File: config.mk
export PLATFORM = sky130hd
export DESIGN_NAME = line_follow_pid_steering_core
export DESIGN_NICKNAME = d
export VERILOG_FILES = /design/src/lfps_pkg.sv /design/src/line_follow_pid_steering_core.sv /design/src/lfps_lane.sv /design/src/lfps_pid.sv /design/src/lfps_drive.sv
export SDC_FILE = /design/constraint.sdc
export NUM_CORES = 2
export LEC_CHECK = 0
export BUFFER_PORTS_ARGS = -buffer_cell sky130_fd_sc_hd__buf_2
export CORE_MARGIN = 2
export CORE_UTILIZATION = 55
export DETAILED_ROUTE_END_ITERATION = 16
export HOLD_SLACK_MARGIN = 0.03
export PLACE_DENSITY = 0.74
export RECOVER_POWER = 50
export SYNTH_ARGS = -nofsm -noshare
export SYNTH_HDL_FRONTEND = slang
export SYNTH_SLANG_ARGS = --single-unit
File: constraint.sdc
create_clock -name clock -period 9.5 [get_ports clock]
set_clock_uncertainty 0.15 [all_clocks]
set_input_delay 0.475 -clock clock [delete_from_list [all_inputs] [get_ports clock]]
set_output_delay 0.475 -clock clock [all_outputs]
set_load 0.02 [all_outputs]
File: src/lfps_pkg.sv
`default_nettype none

package lfps_pkg;

   // fixed field widths
   localparam int SAMPLE_W    = 10;
   localparam int GAIN_W      = 16;
   localparam int PWM_W       = 8;
   localparam int ERR_W       = 5;
   localparam int DIFF_W      = 6;
   localparam int PID_W       = 16;
   localparam int LANE_MAX    = 8;
   localparam int CSR_INDEX_W = 4;
   localparam int CSR_DATA_W  = 16;

   // default parameter values
   localparam int SENSOR_COUNT_DEF  = 8;
   localparam int INTEGRAL_BITS_DEF = 24;

   // drive decision limits on the steering error magnitude
   localparam logic signed [ERR_W-1:0] STRAIGHT_LIMIT = 5'sd4;
   localparam logic signed [ERR_W-1:0] HOLD_LIMIT     = 5'sd6;

   // per channel steering weights, leftmost first
   localparam logic signed [ERR_W-1:0] LANE_WEIGHT [LANE_MAX] = '{
      -5'sd5, -5'sd4, -5'sd3, 5'sd1, 5'sd1, 5'sd3, 5'sd4, 5'sd5
   };

   // register reset values
   localparam logic [GAIN_W-1:0]   GAIN_P_RST         = 16'd1536;
   localparam logic [GAIN_W-1:0]   GAIN_I_RST         = 16'd179;
   localparam logic [GAIN_W-1:0]   GAIN_D_RST         = 16'd282;
   localparam logic [SAMPLE_W-1:0] BLACK_LEVEL_RST    = 10'd800;
   localparam logic [SAMPLE_W-1:0] WHITE_LEVEL_RST    = 10'd750;
   localparam logic [PWM_W-1:0]    BASE_SPEED_RST     = 8'd200;
   localparam logic [PWM_W-1:0]    STRAIGHT_LEFT_RST  = 8'd255;
   localparam logic [PWM_W-1:0]    STRAIGHT_RIGHT_RST = 8'd243;

   typedef enum logic [CSR_INDEX_W-1:0] {
      CSR_GAIN_P         = 4'd0,
      CSR_GAIN_I         = 4'd1,
      CSR_GAIN_D         = 4'd2,
      CSR_BLACK_LEVEL    = 4'd3,
      CSR_WHITE_LEVEL    = 4'd4,
      CSR_BASE_SPEED     = 4'd5,
      CSR_STRAIGHT_LEFT  = 4'd6,
      CSR_STRAIGHT_RIGHT = 4'd7
   } csr_index_type;

   typedef enum logic [2:0] {
      DRV_STOP     = 3'd0,
      DRV_STRAIGHT = 3'd1,
      DRV_RIGHT    = 3'd2,
      DRV_LEFT     = 3'd3,
      DRV_HOLD     = 3'd4
   } drive_case_type;

   // what the pid pipeline hands to the drive stage
   typedef struct packed {
      logic                     valid;
      logic signed [ERR_W-1:0]  err;
      logic [LANE_MAX-1:0]      mask;
      logic signed [PID_W-1:0]  pid;
   } stage_type;

endpackage

`default_nettype wire

File: src/line_follow_pid_steering_core.sv
`default_nettype none

// Line follower steering core. Each transaction on req_ carries one frame of eight
// 10-bit reflectance samples; one result per frame leaves on rsp_ with the left and
// right PWM speeds, the steering error, the PID output, the black channel mask and
// the drive case. One lane per channel classifies its sample with hysteresis, a
// merge stage sums the lane weights, and a pipelined PID (integral update, three
// gain multipliers, accumulate, scale and saturate) feeds the drive decision. A new
// frame is taken every cycle unless the pipeline stalls; its result passes register s1,
// the PID stages s2 to s5 and the drive output register before it is offered on rsp_,
// and the whole pipeline stalls only while a finished result waits on rsp_ready.
// Registers at csr_ indexes 0..7 (gain_p, gain_i, gain_d, black_level, white_level,
// base_speed, straight_left, straight_right) are written by the user only while the
// core is idle, which the core itself does not enforce; other indexes are ignored.
module line_follow_pid_steering_core #(
   parameter int SENSOR_COUNT  = lfps_pkg::SENSOR_COUNT_DEF,
   parameter int INTEGRAL_BITS = lfps_pkg::INTEGRAL_BITS_DEF
) (
   input  wire logic                                clock,
   input  wire logic                                reset,
   input  wire logic                                req_valid,
   output logic                                     req_ready,
   input  wire logic [lfps_pkg::SAMPLE_W-1:0]       req_line_sensor_0,
   input  wire logic [lfps_pkg::SAMPLE_W-1:0]       req_line_sensor_1,
   input  wire logic [lfps_pkg::SAMPLE_W-1:0]       req_line_sensor_2,
   input  wire logic [lfps_pkg::SAMPLE_W-1:0]       req_line_sensor_3,
   input  wire logic [lfps_pkg::SAMPLE_W-1:0]       req_line_sensor_4,
   input  wire logic [lfps_pkg::SAMPLE_W-1:0]       req_line_sensor_5,
   input  wire logic [lfps_pkg::SAMPLE_W-1:0]       req_line_sensor_6,
   input  wire logic [lfps_pkg::SAMPLE_W-1:0]       req_line_sensor_7,
   output logic                                     rsp_valid,
   input  wire logic                                rsp_ready,
   output logic [lfps_pkg::PWM_W-1:0]               rsp_left_speed,
   output logic [lfps_pkg::PWM_W-1:0]               rsp_right_speed,
   output logic signed [lfps_pkg::ERR_W-1:0]        rsp_steer_error,
   output logic signed [lfps_pkg::PID_W-1:0]        rsp_pid_value,
   output logic [lfps_pkg::LANE_MAX-1:0]            rsp_black_mask,
   output logic [2:0]                               rsp_drive_case,
   input  wire logic                                csr_valid,
   output logic                                     csr_ready,
   input  wire logic [lfps_pkg::CSR_INDEX_W-1:0]    csr_index,
   input  wire logic [lfps_pkg::CSR_DATA_W-1:0]     csr_wdata
);
   import lfps_pkg::*;

   logic                    adv;
   logic                    take;
   logic [SAMPLE_W-1:0]     sample [LANE_MAX];
   logic [LANE_MAX-1:0]     lane_black;
   logic signed [ERR_W-1:0] lane_weight [LANE_MAX];
   logic signed [ERR_W-1:0] err_in;
   logic                    s1_valid_ff;
   logic signed [ERR_W-1:0] s1_err_ff;
   logic [LANE_MAX-1:0]     s1_mask_ff;
   stage_type               pid_stage;

   logic [GAIN_W-1:0]       gain_p_ff;
   logic [GAIN_W-1:0]       gain_i_ff;
   logic [GAIN_W-1:0]       gain_d_ff;
   logic [SAMPLE_W-1:0]     black_level_ff;
   logic [SAMPLE_W-1:0]     white_level_ff;
   logic [PWM_W-1:0]        base_speed_ff;
   logic [PWM_W-1:0]        straight_left_ff;
   logic [PWM_W-1:0]        straight_right_ff;

   // whole pipeline moves unless a result is stuck at the output
   assign adv       = !rsp_valid || rsp_ready;
   assign req_ready = adv;
   assign take      = req_valid && adv;
   assign csr_ready = 1'b1;

   // configuration registers
   always_ff @(posedge clock) begin
      if (reset) begin
         gain_p_ff         <= GAIN_P_RST;
         gain_i_ff         <= GAIN_I_RST;
         gain_d_ff         <= GAIN_D_RST;
         black_level_ff    <= BLACK_LEVEL_RST;
         white_level_ff    <= WHITE_LEVEL_RST;
         base_speed_ff     <= BASE_SPEED_RST;
         straight_left_ff  <= STRAIGHT_LEFT_RST;
         straight_right_ff <= STRAIGHT_RIGHT_RST;
      end else if (csr_valid) begin
         case (csr_index)
            CSR_GAIN_P:         gain_p_ff         <= csr_wdata;
            CSR_GAIN_I:         gain_i_ff         <= csr_wdata;
            CSR_GAIN_D:         gain_d_ff         <= csr_wdata;
            CSR_BLACK_LEVEL:    black_level_ff    <= csr_wdata[SAMPLE_W-1:0];
            CSR_WHITE_LEVEL:    white_level_ff    <= csr_wdata[SAMPLE_W-1:0];
            CSR_BASE_SPEED:     base_speed_ff     <= csr_wdata[PWM_W-1:0];
            CSR_STRAIGHT_LEFT:  straight_left_ff  <= csr_wdata[PWM_W-1:0];
            CSR_STRAIGHT_RIGHT: straight_right_ff <= csr_wdata[PWM_W-1:0];
            default: ;
         endcase
      end
   end

   assign sample[0] = req_line_sensor_0;
   assign sample[1] = req_line_sensor_1;
   assign sample[2] = req_line_sensor_2;
   assign sample[3] = req_line_sensor_3;
   assign sample[4] = req_line_sensor_4;
   assign sample[5] = req_line_sensor_5;
   assign sample[6] = req_line_sensor_6;
   assign sample[7] = req_line_sensor_7;

   // one classification lane per active channel
   for (genvar g = 0; g < LANE_MAX; g++) begin : g_lane
      if (g < SENSOR_COUNT) begin : g_active
         lfps_lane #(
            .LANE_INDEX (g)
         ) u_lane (
            .clock       (clock),
            .reset       (reset),
            .take        (take),
            .sample      (sample[g]),
            .black_level (black_level_ff),
            .white_level (white_level_ff),
            .black       (lane_black[g]),
            .weight      (lane_weight[g])
         );
      end else begin : g_unused
         assign lane_black[g]  = 1'b0;
         assign lane_weight[g] = '0;
      end
   end

   // merge the lane weights into the steering error
   always_comb begin
      err_in = '0;
      for (int i = 0; i < LANE_MAX; i++) begin
         err_in = err_in + lane_weight[i];
      end
   end

   always_ff @(posedge clock) begin
      if (reset) begin
         s1_valid_ff <= 1'b0;
      end else if (adv) begin
         s1_valid_ff <= req_valid;
      end
   end

   always_ff @(posedge clock) begin
      if (adv) begin
         s1_err_ff  <= err_in;
         s1_mask_ff <= lane_black;
      end
   end

   lfps_pid #(
      .INTEGRAL_BITS (INTEGRAL_BITS)
   ) u_pid (
      .clock    (clock),
      .reset    (reset),
      .adv      (adv),
      .in_valid (s1_valid_ff),
      .in_err   (s1_err_ff),
      .in_mask  (s1_mask_ff),
      .gain_p   (gain_p_ff),
      .gain_i   (gain_i_ff),
      .gain_d   (gain_d_ff),
      .result   (pid_stage)
   );

   lfps_drive u_drive (
      .clock          (clock),
      .reset          (reset),
      .adv            (adv),
      .stage          (pid_stage),
      .base_speed     (base_speed_ff),
      .straight_left  (straight_left_ff),
      .straight_right (straight_right_ff),
      .out_valid      (rsp_valid),
      .left_speed     (rsp_left_speed),
      .right_speed    (rsp_right_speed),
      .steer_error    (rsp_steer_error),
      .pid_value      (rsp_pid_value),
      .black_mask     (rsp_black_mask),
      .drive_case     (rsp_drive_case)
   );

endmodule

`default_nettype wire

File: src/lfps_lane.sv
`default_nettype none

module lfps_lane #(
   parameter int LANE_INDEX = 0
) (
   input  wire logic                             clock,
   input  wire logic                             reset,
   input  wire logic                             take,
   input  wire logic [lfps_pkg::SAMPLE_W-1:0]    sample,
   input  wire logic [lfps_pkg::SAMPLE_W-1:0]    black_level,
   input  wire logic [lfps_pkg::SAMPLE_W-1:0]    white_level,
   output logic                                  black,
   output logic signed [lfps_pkg::ERR_W-1:0]     weight
);
   import lfps_pkg::*;

   logic black_ff;

   // hysteresis classification, black test wins when thresholds cross
   always_comb begin
      if (sample >= black_level) begin
         black = 1'b1;
      end else if (sample <= white_level) begin
         black = 1'b0;
      end else begin
         black = black_ff;
      end
   end

   assign weight = black ? LANE_WEIGHT[3'(LANE_INDEX)] : '0;

   // channel state advances with every accepted frame
   always_ff @(posedge clock) begin
      if (reset) begin
         black_ff <= 1'b0;
      end else if (take) begin
         black_ff <= black;
      end
   end

endmodule

`default_nettype wire

File: src/lfps_pid.sv
`default_nettype none

module lfps_pid #(
   parameter int INTEGRAL_BITS = lfps_pkg::INTEGRAL_BITS_DEF
) (
   input  wire logic                             clock,
   input  wire logic                             reset,
   input  wire logic                             adv,
   input  wire logic                             in_valid,
   input  wire logic signed [lfps_pkg::ERR_W-1:0] in_err,
   input  wire logic [lfps_pkg::LANE_MAX-1:0]    in_mask,
   input  wire logic [lfps_pkg::GAIN_W-1:0]      gain_p,
   input  wire logic [lfps_pkg::GAIN_W-1:0]      gain_i,
   input  wire logic [lfps_pkg::GAIN_W-1:0]      gain_d,
   output lfps_pkg::stage_type                   result
);
   import lfps_pkg::*;

   localparam int IB   = INTEGRAL_BITS;
   localparam int PPW  = GAIN_W + 1 + ERR_W;
   localparam int PIW  = GAIN_W + 1 + IB;
   localparam int PDW  = GAIN_W + 1 + DIFF_W;
   localparam int AW   = PIW + 2;
   localparam int QW   = AW - 8;

   // loop state
   logic signed [IB-1:0]     integ_ff;
   logic signed [ERR_W-1:0]  last_err_ff;

   // integral update stage
   logic signed [IB:0]       integ_sum;
   logic signed [IB-1:0]     integ_in;
   logic signed [DIFF_W-1:0] diff_in;
   logic                     s2_valid_ff;
   logic signed [ERR_W-1:0]  s2_err_ff;
   logic [LANE_MAX-1:0]      s2_mask_ff;
   logic signed [IB-1:0]     s2_integ_ff;
   logic signed [DIFF_W-1:0] s2_diff_ff;

   // product stage
   logic signed [PPW-1:0]    prod_p_in;
   logic signed [PIW-1:0]    prod_i_in;
   logic signed [PDW-1:0]    prod_d_in;
   logic                     s3_valid_ff;
   logic signed [ERR_W-1:0]  s3_err_ff;
   logic [LANE_MAX-1:0]      s3_mask_ff;
   logic signed [PPW-1:0]    s3_prod_p_ff;
   logic signed [PIW-1:0]    s3_prod_i_ff;
   logic signed [PDW-1:0]    s3_prod_d_ff;

   // accumulate stage
   logic signed [AW-1:0]     acc_in;
   logic                     s4_valid_ff;
   logic signed [ERR_W-1:0]  s4_err_ff;
   logic [LANE_MAX-1:0]      s4_mask_ff;
   logic signed [AW-1:0]     s4_acc_ff;

   // scale and saturate stage
   logic signed [QW-1:0]     quot;
   logic signed [QW-1:0]     quot_tz;
   logic signed [PID_W-1:0]  pid_in;
   logic                     s5_valid_ff;
   logic signed [ERR_W-1:0]  s5_err_ff;
   logic [LANE_MAX-1:0]      s5_mask_ff;
   logic signed [PID_W-1:0]  s5_pid_ff;

   // saturating integral and derivative
   assign integ_sum = (IB+1)'(integ_ff) + (IB+1)'(in_err);
   always_comb begin
      if (integ_sum[IB] != integ_sum[IB-1]) begin
         integ_in = integ_sum[IB] ? {1'b1, {(IB-1){1'b0}}} : {1'b0, {(IB-1){1'b1}}};
      end else begin
         integ_in = integ_sum[IB-1:0];
      end
   end
   assign diff_in = DIFF_W'(in_err) - DIFF_W'(last_err_ff);

   always_ff @(posedge clock) begin
      if (reset) begin
         integ_ff    <= '0;
         last_err_ff <= '0;
      end else if (adv && in_valid) begin
         integ_ff    <= integ_in;
         last_err_ff <= in_err;
      end
   end

   // gain products, one multiplier per term
   assign prod_p_in = $signed({1'b0, gain_p}) * s2_err_ff;
   assign prod_i_in = $signed({1'b0, gain_i}) * s2_integ_ff;
   assign prod_d_in = $signed({1'b0, gain_d}) * s2_diff_ff;

   assign acc_in = AW'(s3_prod_p_ff) + AW'(s3_prod_i_ff) + AW'(s3_prod_d_ff);

   // divide by 256 rounding toward zero, then saturate
   assign quot    = QW'(s4_acc_ff >>> 8);
   assign quot_tz = quot + QW'(s4_acc_ff[AW-1] && (|s4_acc_ff[7:0]));
   always_comb begin
      if ((quot_tz[QW-1:PID_W-1] == '0) || (quot_tz[QW-1:PID_W-1] == '1)) begin
         pid_in = quot_tz[PID_W-1:0];
      end else if (quot_tz[QW-1]) begin
         pid_in = {1'b1, {(PID_W-1){1'b0}}};
      end else begin
         pid_in = {1'b0, {(PID_W-1){1'b1}}};
      end
   end

   // pipeline valid bits
   always_ff @(posedge clock) begin
      if (reset) begin
         s2_valid_ff <= 1'b0;
         s3_valid_ff <= 1'b0;
         s4_valid_ff <= 1'b0;
         s5_valid_ff <= 1'b0;
      end else if (adv) begin
         s2_valid_ff <= in_valid;
         s3_valid_ff <= s2_valid_ff;
         s4_valid_ff <= s3_valid_ff;
         s5_valid_ff <= s4_valid_ff;
      end
   end

   // pipeline payload
   always_ff @(posedge clock) begin
      if (adv) begin
         s2_err_ff    <= in_err;
         s2_mask_ff   <= in_mask;
         s2_integ_ff  <= integ_in;
         s2_diff_ff   <= diff_in;
         s3_err_ff    <= s2_err_ff;
         s3_mask_ff   <= s2_mask_ff;
         s3_prod_p_ff <= prod_p_in;
         s3_prod_i_ff <= prod_i_in;
         s3_prod_d_ff <= prod_d_in;
         s4_err_ff    <= s3_err_ff;
         s4_mask_ff   <= s3_mask_ff;
         s4_acc_ff    <= acc_in;
         s5_err_ff    <= s4_err_ff;
         s5_mask_ff   <= s4_mask_ff;
         s5_pid_ff    <= pid_in;
      end
   end

   assign result.valid = s5_valid_ff;
   assign result.err   = s5_err_ff;
   assign result.mask  = s5_mask_ff;
   assign result.pid   = s5_pid_ff;

endmodule

`default_nettype wire

File: src/lfps_drive.sv
`default_nettype none

module lfps_drive (
   input  wire logic                              clock,
   input  wire logic                              reset,
   input  wire logic                              adv,
   input  wire lfps_pkg::stage_type               stage,
   input  wire logic [lfps_pkg::PWM_W-1:0]        base_speed,
   input  wire logic [lfps_pkg::PWM_W-1:0]        straight_left,
   input  wire logic [lfps_pkg::PWM_W-1:0]        straight_right,
   output logic                                   out_valid,
   output logic [lfps_pkg::PWM_W-1:0]             left_speed,
   output logic [lfps_pkg::PWM_W-1:0]             right_speed,
   output logic signed [lfps_pkg::ERR_W-1:0]      steer_error,
   output logic signed [lfps_pkg::PID_W-1:0]      pid_value,
   output logic [lfps_pkg::LANE_MAX-1:0]          black_mask,
   output logic [2:0]                             drive_case
);
   import lfps_pkg::*;

   localparam int SW = PID_W + 2;

   function automatic logic [PWM_W-1:0] clamp_pwm(input logic signed [SW-1:0] v);
      logic [PWM_W-1:0] r;
      if (v[SW-1]) begin
         r = '0;
      end else if (v[SW-2:PWM_W] != '0) begin
         r = '1;
      end else begin
         r = v[PWM_W-1:0];
      end
      return r;
   endfunction

   logic signed [SW-1:0]    base_ext;
   logic [PWM_W-1:0]        plus_pwm;
   logic [PWM_W-1:0]        minus_pwm;
   drive_case_type          case_in;
   logic [PWM_W-1:0]        left_in;
   logic [PWM_W-1:0]        right_in;
   logic [PWM_W-1:0]        held_left_ff;
   logic [PWM_W-1:0]        held_right_ff;
   logic                    valid_ff;
   logic [PWM_W-1:0]        left_ff;
   logic [PWM_W-1:0]        right_ff;
   logic signed [ERR_W-1:0] err_ff;
   logic signed [PID_W-1:0] pid_ff;
   logic [LANE_MAX-1:0]     mask_ff;
   drive_case_type          case_ff;

   // turning speeds around the base
   assign base_ext  = $signed({{(SW-PWM_W){1'b0}}, base_speed});
   assign plus_pwm  = clamp_pwm(base_ext + SW'(stage.pid));
   assign minus_pwm = clamp_pwm(base_ext - SW'(stage.pid));

   // pick the drive case from the steering error
   always_comb begin
      if (stage.err == '0) begin
         case_in  = DRV_STOP;
         left_in  = '0;
         right_in = '0;
      end else if ((stage.err >= -STRAIGHT_LIMIT) && (stage.err <= STRAIGHT_LIMIT)) begin
         case_in  = DRV_STRAIGHT;
         left_in  = straight_left;
         right_in = straight_right;
      end else if (stage.err > HOLD_LIMIT) begin
         case_in  = DRV_RIGHT;
         left_in  = plus_pwm;
         right_in = minus_pwm;
      end else if (stage.err < -HOLD_LIMIT) begin
         case_in  = DRV_LEFT;
         left_in  = minus_pwm;
         right_in = plus_pwm;
      end else begin
         case_in  = DRV_HOLD;
         left_in  = held_left_ff;
         right_in = held_right_ff;
      end
   end

   // held speeds follow every transaction
   always_ff @(posedge clock) begin
      if (reset) begin
         held_left_ff  <= '0;
         held_right_ff <= '0;
         valid_ff      <= 1'b0;
      end else if (adv) begin
         valid_ff <= stage.valid;
         if (stage.valid) begin
            held_left_ff  <= left_in;
            held_right_ff <= right_in;
         end
      end
   end

   // output register
   always_ff @(posedge clock) begin
      if (adv) begin
         left_ff  <= left_in;
         right_ff <= right_in;
         err_ff   <= stage.err;
         pid_ff   <= stage.pid;
         mask_ff  <= stage.mask;
         case_ff  <= case_in;
      end
   end

   assign out_valid   = valid_ff;
   assign left_speed  = left_ff;
   assign right_speed = right_ff;
   assign steer_error = err_ff;
   assign pid_value   = pid_ff;
   assign black_mask  = mask_ff;
   assign drive_case  = case_ff;

endmodule

`default_nettype wire
==> summary.md <==
| Metric | Value |
|---|---|
| Setup TNS | 0 ns |
| Port Buffers | approximately 150 |
| Cell Area, Synth | 44,030 um^2 |
| R2r setup slk | just over 2 ns |
| Ports | 156 |
| DRT antenna net count | 0 |
| CP startpoint | gain_i_ff[9] |
| Routed WL | around 100,000 um |
| Share of post-route cells with drive strength above 1 | about 5.5% |
| Crit-path leading delay family | adder cells |
| Commonest non-fill, non-tap cell in the layout | inv_1 |
| Postcts setup bufs | 0 |
| Reg2reg start | gain_i_ff[9] |
| Worst path cell trace | nand2_1 > fa_1 > inv_1 > fa_1 > inv_1 > fa_1 > inv_1 > fa_1 > fa_1 > inv_1 > fa_1 > inv_1 > ha_1 > or3_1 > o22ai_1 > nor2_1 > o311a_1 > o31a_1 > a2bb2oi_1 > a31o_1 > a41oi_1 > mux2i_1 > o311a_1 |
| Count of final max-slew check failures | 62 |
| CP endpoint kind | flip-flop |
| Commonest non-fill, non-tap cells in the layout | 679 x inv_1, 572 x nand2_1, 525 x fa_1 |
| Die Outline Area | around 80,000 um^2 |
| Ys flop type | edfxtp_1 |
| EDFF count, synth | between 200 and 300 |
| Worst-path clk slew | 0.06 ns |
| Root Buffer | clkbuf_16 |
| Die height | roughly 290 um |
| Drt first pass iters | 7 |
| Slew HR | -35.21% |
| Hold Startpoint | csr_wdata[8] |
| Fmax | between 0.1 and 0.15 GHz |
| Setup crit end | u_pid.s3_prod_i_ff[40] |
| Starting Density | between 50% and 60% |
| Row Count | a little over 100 |
| Total gr overflow | 0 |
| Synthesized Nets | approximately 5,600 |
| Failing checks | max-capacitance violations, max-slew violations |
| Reg2reg end | u_pid.s3_prod_i_ff[40] |
| Most frequent CP cell | fa_1 |
| Global-route wire length before repair | 169,300 um |
| Cts bufs inserted | 49 |
| Critical setup path kind | flip-flop to flip-flop |
| Initial drt markers | 2,309 |
| Slew @ Worst Pin | 2.013 ns |
| DRC | 0 |
| WL per Instance | approximately 18 um |
| Status | finished, violations left |
| Synth warn | 0 |
| Detailed placer's ending HPWL | 79,180 um |
| Final setup vio count | 0 |
| GPL Wtd Cong | 0.9017 |
| GRT Util Overall | ~26% |
| Total core area | a little under 80,000 um^2 |
| RSZ-0062 raised after global routing | false |
| Crit path launch type | flip-flop |
| Number of global-route vias before repair | roughly 33,000 |
| CTS H-tree lvls | 2 |
| CP Depth | 23 |
| Period utilization | between 70% and 80% |
| Max stage delay cell, worst path | dfxtp_1 |
| WP data required | 9.82 ns |
| MaxCap Viol Count | 3 |
| R2r worst-path depth | 23 |
| CP Buf/Inv Count | 5 |
| Syn Inst Count | about 4,500 |
| Skew-Pair Late Insertion Delay | roughly 0.62 ns |
| Hold Crit Class | input port to flip-flop |
| Register bit total from synthesis | approximately 440 |
| CP max stage delay | approximately 1.0 ns |
| Max Buffers Root-to-Sink | 3 |
| P&R area growth vs syn | 7.815% |
| Die width | between 200 and 300 um |
| Synth cell types | 94 |
| Post-route minimum period | 7.438 ns |
| Data arrival, critical path | between 7 and 8 ns |
| Async set or reset register ratio after synthesis | 0% |
| # nets final | approximately 5,700 |
| Vias | 31,970 |
| Vias per std cell | ~5.6 |
| Syn_area_per_cell | 9.799 um^2 |
| CTS tree | yes |
| Clock sink count | 439 |
| Largest net degree at the start of global routing | roughly 110 |
| Final Hold Vio Count | 0 |
| WHS | 0.07891 ns |
| Initial antenna violation count | 6 |
| Worst Path Max Fanout | 25 |
| Register area share after synthesis | about a quarter |
## cell families (layout without fill, tap and decap cells)
logic type      after synthesis  count (layout)  synth area share [%]
other cells                   1               8              0.008518
buf+inv                     817             955                 7.062
simple gates               1378            1378                 15.17
fa+ha+maj                   985             985                 36.88
flops                       439             439                 26.51
compound gates              676             676                 10.30
mux                          30              30                0.6878
xor+xnor                    167             167                 3.382
## tightest hold or removal path: cells and delay by family
kind / cells / cell delay (ns)
AO/OA/AOI/OAI: 1 / 0.05
AND/OR/NAND/NOR: 1 / 0.09
buffers and inverters: 1 / 0.18
## Yosys cell counts, types with 19 or more instances
cell type / number / share of area [%]
o21ai_0: 96 / 1.1
a31oi_1: 19 / 0.27
nand2b_1: 61 / 0.87
xor2_1: 53 / 1.1
nand3_1: 44 / 0.50
a21oi_1: 199 / 2.3
fa_1: 525 / 24
nand4_1: 27 / 0.38
nand2_1: 572 / 4.9
mux2i_1: 28 / 0.64
xnor2_1: 112 / 2.2
edfxtp_1: 288 / 20
clkbuf_1: 116 / 0.99
o21ai_1: 20 / 0.23
o21bai_1: 21 / 0.36
and2_1: 228 / 3.2
ha_1: 448 / 13
a211o_1: 39 / 0.78
nor2_1: 219 / 1.9
a211oi_1: 28 / 0.48
inv_1: 679 / 5.8
nor3_1: 42 / 0.48
and3_1: 33 / 0.47
a21o_1: 95 / 1.6
nor2b_1: 60 / 0.85
o21a_1: 28 / 0.48
dfxtp_1: 151 / 6.9
## registers in the layout, indices dropped and copies added, names as in the netlist, 10 cells and up
| register | cells |
|---|---|
| gain_i_ff | 16 |
| u_pid.s5_pid_ff | 16 |
| u_pid.s3_prod_p_ff | 22 |
| gain_d_ff | 16 |
| black_level_ff | 10 |
| u_pid.s4_acc_ff | 43 |
| gain_p_ff | 16 |
| u_pid.s3_prod_d_ff | 23 |
| u_drive.pid_value | 16 |
| u_pid.integ_ff | 24 |
| u_pid.s3_prod_i_ff | 41 |
| u_pid.s2_integ_ff | 24 |
| white_level_ff | 10 |
## layout make-up
type	count	area [um^2]
timing repair buffer	183	922.1
clock inverter	36	431.7
antenna	7	17.52
inverter	680	2560
tap	1050	1314
multi-input combinational	3237	29260
clock buffer	56	1294
sequential	439	11670
fill	6713	31660
## layer usage
| layer | vias to the layer above | part of all wire, % | routed length [um] | track usage (%) |
|---|---|---|---|---|
| met2 | 1081 | 47 | 48940 | 42.41 |
| li1 | 14994 | - | - | - |
| met4 | 0 | 3.3 | 3417 | 8.841 |
| met3 | 231 | 7.7 | 8062 | 5.444 |
| met5 | - | 0 | 0 | 0 |
| met1 | 15664 | 42 | 43850 | 33.83 |
## per-stage QoR
step	setup WS [ns]	instances	instance area (um^2)	util, %
after detailed placement	2.083	5582	45750	57.82
after floorplan	2.894	4493	44030	-
after global routing	1.716	5686	47460	59.98
final	2.062	5688	47470	59.99
after global placement	2.215	5582	45750	57.82
after CTS	2.087	5680	47540	60.07
## how the worst min path moves through the flow
| stage | endpoint | slack [ns] | depth (start not counted) |
|---|---|---|---|
| detailed placement | u_drive.black_mask[6] | 0.25 | 0 |
| global placement | u_pid.s5_mask_ff[4] | 0.25 | 0 |
| CTS | gain_p_ff[8] | 0.05 | 3 |
| global route | gain_p_ff[8] | 0.08 | 3 |
| floorplan | u_drive.black_mask[0] | 0.25 | 0 |
| finish | gain_p_ff[8] | 0.08 | 3 |
## repair_timing
item                                   4_1_cts  5_1_grt
hold buffers                                 6        0
endpoints found under the hold margin       14        0
resized for setup                            0        0
Power is left out: the tool's default activity adds up to more than one toggle a clock period on the data nets, which glitch-free logic cannot reach.
